==> config.mk <==
export PLATFORM = sky130hd
export DESIGN_NAME = adapter_tail_overlap_detect_unit
export DESIGN_NICKNAME = d
export VERILOG_FILES = /design/src/design/atod_pkg.sv /design/src/design/atod_front.sv /design/src/design/atod_queue.sv /design/src/design/atod_back.sv /design/src/design/adapter_tail_overlap_detect_unit.sv
export VERILOG_INCLUDE_DIRS = /design/src /design/src/design
export SDC_FILE = /design/constraint.sdc
export NUM_CORES = 1
export LEC_CHECK = 0
export ABC_AREA = 1
export BUFFER_PORTS_ARGS = -buffer_cell sky130_fd_sc_hd__buf_2
export CAP_MARGIN = 25
export CORE_MARGIN = 2
export CORE_UTILIZATION = 65
export CTS_CLUSTER_DIAMETER = 60
export DETAILED_ROUTE_END_ITERATION = 6
export PLACE_DENSITY = 0.84
export REMOVE_ABC_BUFFERS = 1
export SLEW_MARGIN = 20
export SYNTH_ARGS = -nofsm -noshare
export SYNTH_HDL_FRONTEND = slang
export SYNTH_SLANG_ARGS = --single-unit
export TNS_END_PERCENT = 50
==> constraint.sdc <==
create_clock -name i_clk -period 8 [get_ports i_clk]
set_input_delay 0.8 -clock i_clk [delete_from_list [all_inputs] [get_ports i_clk]]
set_output_delay 0.8 -clock i_clk [all_outputs]
set_load 0.005 [all_outputs]
==> src/design/adapter_tail_overlap_detect_unit_assert.svh <==
// Assertion macros shared by the adapter tail overlap detector.
`ifndef ADAPTER_TAIL_OVERLAP_DETECT_UNIT_ASSERT_SVH
`define ADAPTER_TAIL_OVERLAP_DETECT_UNIT_ASSERT_SVH

// Same-cycle implication, checked on the rising clock edge outside reset.
`define ATOD_ASSERT_NOW(lbl, ante, cons, msg) \
    lbl: assert property (@(posedge i_clk) disable iff (!i_rst_n) (ante) |-> (cons)) \
        else $error(msg);

// Next-cycle implication, checked on the rising clock edge outside reset.
`define ATOD_ASSERT_NEXT(lbl, ante, cons, msg) \
    lbl: assert property (@(posedge i_clk) disable iff (!i_rst_n) (ante) |=> (cons)) \
        else $error(msg);

`endif

==> src/design/atod_pkg.sv <==
// Package with the window size, adapter table and shared types of the detector.
`default_nettype none

package atod_pkg;

    // Number of bases held in the tail window.
    localparam int WIN_LEN = 19;

    // Number of adapters tried, in priority order.
    localparam int NUM_ADAPTERS = 2;

    // Adapter bytes, first prefix character last. The leftmost group is adapter 1.
    localparam logic [NUM_ADAPTERS-1:0][WIN_LEN-1:0][7:0] ADAPTER_TABLE = '{
        '{"G", "A", "C", "A", "G", "A", "G", "A", "A", "T",
          "A", "T", "G", "T", "G", "T", "A", "G", "A"},
        '{"T", "C", "T", "A", "C", "A", "C", "A", "T", "A",
          "T", "T", "C", "T", "C", "T", "G", "T", "C"}
    };

    // Reset value of the minimum overlap register.
    localparam logic [4:0] MIN_OVERLAP_RESET = 5'd8;

    // Qualified overlap hits of one read; bit L-1 stands for an overlap of L bases.
    typedef struct packed {
        logic [WIN_LEN-1:0] hit1;
        logic [WIN_LEN-1:0] hit0;
    } t_hit_set;

endpackage

`default_nettype wire

==> src/design/atod_front.sv <==
// Front end: tail window, base counter and parallel adapter comparators.
`default_nettype none

module atod_front (
    input  wire logic              i_clk,
    input  wire logic              i_rst_n,
    input  wire logic [4:0]        i_min_overlap,
    input  wire logic              i_accept,
    input  wire logic [7:0]        i_base,
    input  wire logic              i_last,
    output atod_pkg::t_hit_set     o_hits
);
    import atod_pkg::*;

    logic [WIN_LEN-1:0][7:0] r_win;
    logic [WIN_LEN-1:0][7:0] n_win;
    logic [4:0]              r_seen;
    logic [4:0]              n_seen;
    logic [4:0]              seen_now;
    logic [4:0]              lo;
    t_hit_set                hits;

    // Window as it stands once the current base has shifted in, newest first.
    always_comb begin
        n_win[0] = i_base;
        for (int k = 1; k < WIN_LEN; k++) begin
            n_win[k] = r_win[k-1];
        end
    end

    // Base count including the current one, saturating at the window size.
    assign seen_now = (r_seen < 5'(WIN_LEN)) ? r_seen + 5'd1 : 5'(WIN_LEN);
    assign lo       = (i_min_overlap == 5'd0) ? 5'd1 : i_min_overlap;

    // A read end clears the count; otherwise it tracks the saturating count.
    assign n_seen = i_last ? 5'd0 : seen_now;

    // Compare every overlap length against both adapters at once.
    always_comb begin
        logic eq0;
        logic eq1;
        logic ok;
        hits = '0;
        for (int len = 1; len <= WIN_LEN; len++) begin
            eq0 = 1'b1;
            eq1 = 1'b1;
            for (int i = 0; i < WIN_LEN; i++) begin
                if (i < len) begin
                    if (n_win[len-1-i] != ADAPTER_TABLE[0][i]) begin
                        eq0 = 1'b0;
                    end
                    if (n_win[len-1-i] != ADAPTER_TABLE[1][i]) begin
                        eq1 = 1'b0;
                    end
                end
            end
            ok = (5'(len) <= seen_now) && (5'(len) >= lo);
            hits.hit0[len-1] = eq0 && ok;
            hits.hit1[len-1] = eq1 && ok;
        end
    end

    assign o_hits = hits;

    // The window holds payload only and needs no reset.
    always_ff @(posedge i_clk) begin
        if (i_accept) begin
            r_win <= n_win;
        end
    end

    // Base counter of the current read.
    always_ff @(posedge i_clk) begin
        if (!i_rst_n) begin
            r_seen <= 5'd0;
        end else if (i_accept) begin
            r_seen <= n_seen;
        end
    end

endmodule

`default_nettype wire

==> src/design/atod_queue.sv <==
// Short queue of hit sets between the front end and the back end.
`default_nettype none

module atod_queue #(
    parameter int DEPTH = 4
) (
    input  wire logic              i_clk,
    input  wire logic              i_rst_n,
    input  wire logic              i_push,
    input  wire atod_pkg::t_hit_set i_entry,
    output logic                   o_full,
    output logic                   o_valid,
    input  wire logic              i_pop,
    output atod_pkg::t_hit_set     o_entry
);
    import atod_pkg::*;

    localparam int PTR_W = $clog2(DEPTH);
    localparam int CNT_W = $clog2(DEPTH + 1);

    t_hit_set           r_mem [DEPTH];
    logic [PTR_W-1:0]   r_wr_ptr;
    logic [PTR_W-1:0]   r_rd_ptr;
    logic [CNT_W-1:0]   r_count;
    logic               push_ok;
    logic               pop_ok;

    assign o_full  = (r_count == CNT_W'(DEPTH));
    assign o_valid = (r_count != '0);
    assign o_entry = r_mem[r_rd_ptr];
    assign push_ok = i_push && !o_full;
    assign pop_ok  = i_pop && o_valid;

    // Entry storage.
    always_ff @(posedge i_clk) begin
        if (push_ok) begin
            r_mem[r_wr_ptr] <= i_entry;
        end
    end

    // Pointers and fill count.
    always_ff @(posedge i_clk) begin
        if (!i_rst_n) begin
            r_wr_ptr <= '0;
            r_rd_ptr <= '0;
            r_count  <= '0;
        end else begin
            if (push_ok) begin
                r_wr_ptr <= (r_wr_ptr == PTR_W'(DEPTH - 1)) ? '0 : r_wr_ptr + 1'b1;
            end
            if (pop_ok) begin
                r_rd_ptr <= (r_rd_ptr == PTR_W'(DEPTH - 1)) ? '0 : r_rd_ptr + 1'b1;
            end
            if (push_ok && !pop_ok) begin
                r_count <= r_count + 1'b1;
            end else if (pop_ok && !push_ok) begin
                r_count <= r_count - 1'b1;
            end
        end
    end

endmodule

`default_nettype wire

==> src/design/atod_back.sv <==
// Back end: picks the winning overlap and holds the result word.
`default_nettype none

module atod_back (
    input  wire logic              i_clk,
    input  wire logic              i_rst_n,
    input  wire logic              i_q_valid,
    input  wire atod_pkg::t_hit_set i_q_entry,
    output logic                   o_q_pop,
    output logic                   o_valid,
    input  wire logic              i_ready,
    output logic [4:0]             o_len,
    output logic                   o_sel
);
    import atod_pkg::*;

    logic       r_valid;
    logic [4:0] r_len;
    logic       r_sel;
    logic [4:0] len0;
    logic [4:0] len1;
    logic [4:0] n_len;
    logic       n_sel;
    logic       load;

    // Longest hit per adapter; higher lengths override lower ones.
    always_comb begin
        len0 = 5'd0;
        len1 = 5'd0;
        for (int len = 1; len <= WIN_LEN; len++) begin
            if (i_q_entry.hit0[len-1]) begin
                len0 = 5'(len);
            end
            if (i_q_entry.hit1[len-1]) begin
                len1 = 5'(len);
            end
        end
    end

    // Adapter 0 wins whenever it has any hit.
    always_comb begin
        if (len0 != 5'd0) begin
            n_len = len0;
            n_sel = 1'b0;
        end else if (len1 != 5'd0) begin
            n_len = len1;
            n_sel = 1'b1;
        end else begin
            n_len = 5'd0;
            n_sel = 1'b0;
        end
    end

    // Take a new entry when the output register is empty or being drained.
    assign load    = i_q_valid && (!r_valid || i_ready);
    assign o_q_pop = load;

    always_ff @(posedge i_clk) begin
        if (!i_rst_n) begin
            r_valid <= 1'b0;
        end else if (load) begin
            r_valid <= 1'b1;
        end else if (i_ready) begin
            r_valid <= 1'b0;
        end
    end

    always_ff @(posedge i_clk) begin
        if (load) begin
            r_len <= n_len;
            r_sel <= n_sel;
        end
    end

    assign o_valid = r_valid;
    assign o_len   = r_len;
    assign o_sel   = r_sel;

endmodule

`default_nettype wire

==> src/design/adapter_tail_overlap_detect_unit.sv <==
// Top level of the adapter tail overlap detector.
// Read bases enter on the s_axis channel, one ASCII byte per word, with
// s_axis_tlast on the final base of a read. Each read gives one result word
// on the m_axis channel: the overlap length of the read tail with an adapter
// prefix in m_axis_tdata and the adapter number in m_axis_tuser.
// A base is taken every cycle while s_axis_tready is high. The front end
// compares the 19-base tail window against both adapters in parallel as the
// last base arrives; its hit set is queued at that edge and moves into the
// output register when that register is empty or being drained. Results
// leave at up to one per cycle.
// A queue of QUEUE_DEPTH hit sets plus the output register holds results
// while the receiver stalls; s_axis_tready falls only when the queue is full,
// and then input waits until a result is taken.
// The user writes the minimum overlap through i_cfg_we / i_cfg_wdata only
// while the block is idle (not enforced); a value of zero acts as one.
// Synchronous reset empties the queue and the output, clears the base count
// and sets the minimum overlap to 8. The window contents need no reset.
`default_nettype none

module adapter_tail_overlap_detect_unit #(
    parameter int QUEUE_DEPTH = 4
) (
    input  wire logic        i_clk,
    input  wire logic        i_rst_n,
    input  wire logic        i_cfg_we,
    input  wire logic [4:0]  i_cfg_wdata,
    input  wire logic        s_axis_tvalid,
    output logic             s_axis_tready,
    input  wire logic [7:0]  s_axis_tdata,   // [7:0] base_char
    input  wire logic        s_axis_tlast,   // last_base
    output logic             m_axis_tvalid,
    input  wire logic        m_axis_tready,
    output logic [7:0]       m_axis_tdata,   // [4:0] overlap_len, [7:5] zero
    output logic [0:0]       m_axis_tuser    // [0] adapter_sel
);
    import atod_pkg::*;

    `include "adapter_tail_overlap_detect_unit_assert.svh"

    logic [4:0] r_min_overlap;
    logic       in_accept;
    logic       q_push;
    logic       q_full;
    logic       q_valid;
    logic       q_pop;
    t_hit_set   front_hits;
    t_hit_set   q_entry;
    logic [4:0] out_len;
    logic       out_sel;

    // Minimum overlap register.
    always_ff @(posedge i_clk) begin
        if (!i_rst_n) begin
            r_min_overlap <= MIN_OVERLAP_RESET;
        end else if (i_cfg_we) begin
            r_min_overlap <= i_cfg_wdata;
        end
    end

    assign s_axis_tready = !q_full;
    assign in_accept     = s_axis_tvalid && s_axis_tready;
    assign q_push        = in_accept && s_axis_tlast;

    atod_front u_front (
        .i_clk         (i_clk),
        .i_rst_n       (i_rst_n),
        .i_min_overlap (r_min_overlap),
        .i_accept      (in_accept),
        .i_base        (s_axis_tdata),
        .i_last        (s_axis_tlast),
        .o_hits        (front_hits)
    );

    atod_queue #(
        .DEPTH (QUEUE_DEPTH)
    ) u_queue (
        .i_clk   (i_clk),
        .i_rst_n (i_rst_n),
        .i_push  (q_push),
        .i_entry (front_hits),
        .o_full  (q_full),
        .o_valid (q_valid),
        .i_pop   (q_pop),
        .o_entry (q_entry)
    );

    atod_back u_back (
        .i_clk     (i_clk),
        .i_rst_n   (i_rst_n),
        .i_q_valid (q_valid),
        .i_q_entry (q_entry),
        .o_q_pop   (q_pop),
        .o_valid   (m_axis_tvalid),
        .i_ready   (m_axis_tready),
        .o_len     (out_len),
        .o_sel     (out_sel)
    );

    assign m_axis_tdata = {3'b000, out_len};
    assign m_axis_tuser = out_sel;

    // A queued result moves to an empty output register at the next edge.
    `ATOD_ASSERT_NEXT(a_back_pulls, q_valid && !m_axis_tvalid, m_axis_tvalid,
        "queued result not moved to the output")

    // No push is taken while the queue is full.
    `ATOD_ASSERT_NOW(a_no_push_full, q_push, !q_full, "push into a full queue")

    // A reported overlap is never shorter than the configured minimum.
    `ATOD_ASSERT_NOW(a_len_min, m_axis_tvalid && (out_len != 5'd0),
        (out_len >= r_min_overlap) && (out_len <= 5'(WIN_LEN)),
        "overlap length outside the configured range")

    // A zero overlap always reports adapter zero.
    `ATOD_ASSERT_NOW(a_zero_sel, m_axis_tvalid && (out_len == 5'd0), !out_sel,
        "adapter set without a match")

endmodule

`default_nettype wire

# ---- Yosys cells after proc, flatten, opt, wreduce, memory -nomap -nowiden
# Memories as Yosys holds them, arrays and structs flattened. A register that Yosys moved wholly into a read port is not among the register bits.
# Cells that the tools add are included.
dict set report totals {
  inputBits 19
  word_cells 657
  output_inout_bits 11
  memories 1
  regBits 168
  mem_bits_rw 152
}
dict set report classes {
  muxes 434
  n_reduce_logical 75
  add_sub_neg 5
  eq_ne 77
  order_cmp 39
}
# name depth width read_ports rd_ports_with_merged_regs write_ports line
set mem_list {}
lappend mem_list {u_queue.r_mem 4 38 1 1 1 atod_queue.sv:21} ;# t_hit_set r_mem [DEPTH];
# op count
set op_table {}
lappend op_table {{!= test 8 x 7 -> 1 bit, second input constant} 74}
lappend op_table {{two-way mux 1 bit} 387}
lappend op_table {{two-way mux 5 bit} 13}
lappend op_table {{logical AND 1 bit} 64}
lappend op_table {{two-way mux 4 bit} 16}
lappend op_table {{greater-or-equal comparator 4 x 5 -> 1 bit, first input constant} 8}
lappend op_table {{<= comparator 4 x 5 -> 1 bit, first input constant} 8}
lappend op_table {{two-way mux 3 bit} 10}
lappend op_table {{greater-or-equal comparator 3 x 5 -> 1 bit, first input constant} 4}
lappend op_table {{greater-or-equal comparator 5 bit, first input constant} 4}
lappend op_table {{<= comparator 3 x 5 -> 1 bit, first input constant} 4}
lappend op_table {{<= comparator 5 bit, first input constant} 4}
lappend op_table {{two-way mux 2 bit} 8}
lappend op_table {{greater-or-equal comparator 2 x 5 -> 1 bit, first input constant} 2}
lappend op_table {{<= comparator 2 x 5 -> 1 bit, first input constant} 2}
lappend op_table {{nonzero test 5 bit} 2}
lappend op_table {{adder 5 x 1 -> 5 bit, second input constant} 1}
lappend op_table {{greater-or-equal comparator 1 x 5 -> 1 bit, first input constant} 1}
lappend op_table {{<= comparator 1 x 5 -> 1 bit, first input constant} 1}
lappend op_table {{zero test 5 bit} 1}
lappend op_table {{< comparator 5 bit, second input constant} 1}
lappend op_table {{adder 2 x 1 -> 2 bit, second input constant} 2}
lappend op_table {{== test 2 bit, second input constant} 2}
lappend op_table {{zero test 1 bit} 4}
lappend op_table {{6 further kinds} 7}

# ---- Depth between registers and ports, before layout
dict set report depth {
  word_depth 22
  depth_mapped 25
  depth_no_buf 24
}

# ---- Hierarchy
# A second synthesis with hierarchy kept.
dict set report hier_totals {
  cells_unflattened 1576
  hier_area_um2 15173.3
}
# mod cells_each seq_area_each_um2 area_per_inst_um2 instances
set modules_own_cells {}
lappend modules_own_cells {atod_front 952 4424.2 7948.9 1}
lappend modules_own_cells {atod_queue 439 4744.6 6135.9 1}
lappend modules_own_cells {atod_back 147 200.2 832.0 1}
lappend modules_own_cells {adapter_tail_overlap_detect_unit 38 100.1 256.5 1}

# ---- Worst setup path before layout
# No wires, ideal clock.
dict set report synth_timing {
  path_type {in2reg}
  startpoint {input s_axis_tvalid}
  endpoint {register u_front.r_win (netlist bit u_front.n_win[100]) (enable)}
  setup_ps 496
  setup_slack_ps 3766
  arrival_time_ps 3738
  cell_stages 2
  t_required_ps 7504
  n_path_buf 0
  path_cell_list {nand2_1 inv_1}
}
dict set report synth_between {
  elab_chain_cells 1
}
# element line
set synth_lines {}
lappend synth_lines {{start, declared} adapter_tail_overlap_detect_unit.sv:27} ;# input wire logic s_axis_tvalid,
lappend synth_lines {{logical AND 1 bit} adapter_tail_overlap_detect_unit.sv:61} ;# assign in_accept = s_axis_tvalid && s_axis_tready;
lappend synth_lines {{via in_accept} adapter_tail_overlap_detect_unit.sv:41} ;# logic in_accept;
lappend synth_lines {{end signal, assigned} atod_front.sv:68} ;# r_win <= n_win;
lappend synth_lines {{end, declared} atod_front.sv:15} ;# logic [WIN_LEN-1:0][7:0] r_win;
# The timed path passes the listed nets, and every way through them passes these cells.
# A chain may end at the register's enable or synchronous reset.

==> impl_metrics.toml <==
[yosys]
synthArstFlopShare_pct = 0
ys_seq_area_share_pct = 66.65
ys_warn_count = 0
yosysTopAreaCellShare_pct = 63.84
syn_inst = 1326
synth-main-ff-cell = "edfxtp_1"
syn_area_um2 = 14210
ys_top_cells_by_area = "edfxtp_1 64%, nand2_1 6.9%, inv_1 5.0%"
ys_types = 41
yosysTopAreaCell = "edfxtp_1"
synth_edf_count = 302
ys_seq_elements = 322
syn_area_per_cell_um2 = 10.71

[placed_design]
hpwl_um = 23770
detailed_place.area_um2 = 14630
portBuffers = 26
gp_congestion = 1.087

[critical_path]
critical-path-max-stage-delay_ns = 0.59
cp-end-kind = "flop"
required_ns = 8.27
arrival_ns = 3.56
cp_num_buf_inv = 3
crit_path_max_fanout = 77
start_kind = "flop"
cpMostUsedCell = "nand2_1"
critical_path.top_delay_family = "simple AND/OR/NAND/NOR gates"
slowest_stage = "buf_4"
worst-setup-path-type = "reg -> reg"

[final_layout]
antennaDiodeCount = 0
synthToLayoutAreaGrowth_pct = 10.45
final_nets = 1399
drive_gt1_share_pct = 6.676
nFillCells = 1454
final_area_um2 = 15690

[route]
postRouteAntennaNets = 0
postRouteWirelength_um = 34040
vias_per_cell = 6.203
vias = 10380
post_drt_wl_per_cell_um = 20.34
drt-pass1-iter-count = 6
drcViolationCount = 0
drt_iter0_drc = 1263

[flow_run]
drv_cap = 0

[floorplanning]
fp.dieH_um = 151.8
ioPinCount = 30
die_area_um2 = 23050
die_x_um = 151.8
initial_utilization_pct = 65.71
fp-row-count = 54
core_um2 = 21620

[sta]
rsz0062_at_grt = "no"
setup_tns_ns = 0
min_period_ns = 3.297
worst_pin_slew_ns = 0.9691
fin_crit_sh_pct = 41.22
fmax_mhz = 303.3
setup_viol = 0
finalMaxSlewViolations = 0
finalClockSkew_ns = 0.01132
max_slew_margin_pct = 34.80
finalHoldViolations = 0

[grt]
grt_pass1_vias = 9926
grt_overflow = 0
antenna_found_initial = 0
grt_pass1_wl_um = 53210
grt_max_degree = 78
grt_usage_pct = 29.38

[cts]
worstSkewPairLatency_ns = 0.51
numCtsBuffers = 35
post_cts_buffers = 0
cts_sinks = 322
cts_root_buffer = "clkbuf_16"
cts_resized = 0
ctsHoldBuffers = 0
clockBufferDepth = 3
htreeDepth = 2
cts_tree = "done"
clk_pin_slew_ns = 0.06

[power]
ir_drop_mv = 0.2568
powerDensity_nw_per_um2 = 299.3
leakagePower_uw = 0.005761

[run_status]
outcome = "finished clean"

[hold_path]
hp-start = "u_front.n_win[102]"
hp-class = "reg -> reg"
per-layer routing:
layer | GRT usage, % | part of all wire (%) | up-vias
li1 | - | - | 4764
met1 | 40.08 | 39 | 4966
met2 | 47.94 | 48 | 549
met3 | 6.246 | 9.5 | 99
met4 | 9.613 | 3.0 | 0
met5 | 0 | 0 | -
worst reg2reg max path: cells and delay by family, from the launching register on:
family / cells / cell delay, ns
flops: 1 / 0.31
simple gates: 23 / 1.68
buf+inv: 3 / 1.07
path summary, 6_finish.rpt:
path	endpoint	slack [ns]	cells after the start
worst max register to register	u_back.o_sel	4.70	26
worst min register to register	u_front.n_win[110]	0.44	0
worst min-delay path	u_front.n_win[110]	0.44	0
worst max-delay path	u_back.o_sel	4.70	26
power by group:
group	internal (uW)	switching, uW
sequential	2140	156
combinational	283	625
clock	872	616
total	3300	1400
registers in the layout, indices dropped and copies added, names as in the netlist, named ones only:
name              count
u_back.o_valid        1
u_front.n_win       144
u_front.r_seen        5
u_queue.r_mem       152
u_back.o_sel          1
u_back.o_len          5
u_queue.r_count       3
u_queue.r_wr_ptr      2
r_min_overlap         5
u_queue.r_rd_ptr      2
layout make-up:
| class | count | area (um^2) | area share, % |
|---|---|---|---|
| flip-flops and latches | 322 | 9470 | 60.36 |
| multi-input cells | 787 | 3882 | 24.74 |
| clock buffers | 49 | 1001 | 6.380 |
| inverters | 191 | 719.4 | 4.585 |
| well taps | 280 | 350.3 | 2.233 |
| repair buffers | 35 | 210.2 | 1.340 |
| clock inverters | 9 | 56.30 | 0.3589 |
cells by family (layout without fill, tap and decap cells):
logic type	after synthesis	after routing	share of synthesized area (%)
compound gates	120	120	5.584
xor+xnor	1	1	0.06166
fa+ha+maj	8	8	0.7574
buf+inv	219	284	6.280
flops	322	322	66.65
other cells	1	3	0.02640
simple gates	655	655	20.64
cells in the mapped netlist, drive strengths merged, types with 5 or more instances:
| master | instances |
|---|---|
| edfxtp | 302 |
| nand2 | 262 |
| inv | 190 |
| nor2 | 157 |
| nand3 | 64 |
| nor4 | 56 |
| nor3 | 55 |
| nand4 | 49 |
| a21oi | 46 |
| a32o | 28 |
| o21ai | 28 |
| buf | 26 |
| dfxtp | 20 |
| ha | 7 |
| o211ai | 6 |
| nand3b | 5 |
metrics by stage:
step	hold WS (ns)	setup WS (ns)	instances	power, uW	util (%)
detailed placement	0.4338	4.805	1615	3218	67.68
CTS	0.4461	4.800	1673	4696	72.57
global placement	0.4307	4.870	1614	3154	67.59
finish	0.4447	4.703	1673	4696	72.57
global route	0.4630	4.459	1673	4908	72.57
floorplan	0.4264	3.766	1300	2929	-
placed cells by master (no fill, tap or decap), types with 2 or more instances in the layout:
cell       Yosys  final
clkbuf_1       2      9
nand3b_1       5      5
nand2_1      262    262
clkbuf_8       0      3
nor4_1        56     56
o22a_1         2      2
nand3_1       64     64
buf_4         11      8
inv_1        188    186
ha_1           7      7
clkbuf_16      0     37
buf_2         11     26
clkinv_1       1      7
o211ai_1       6      6
nand4_1       49     49
edfxtp_1     302    302
nor3_1        54     54
inv_2          2      3
dfxtp_1       20     19
inv_6          0      2
conb_1         1      3
a32o_1        27     27
o21ai_0       28     28
nor2_1       156    152
or2_2          2      2
a21oi_1       46     46
nor2_4         0      4
nor4b_1        4      4
a31oi_1        2      2
No activity file was read; power rests on OpenSTA's default activity.
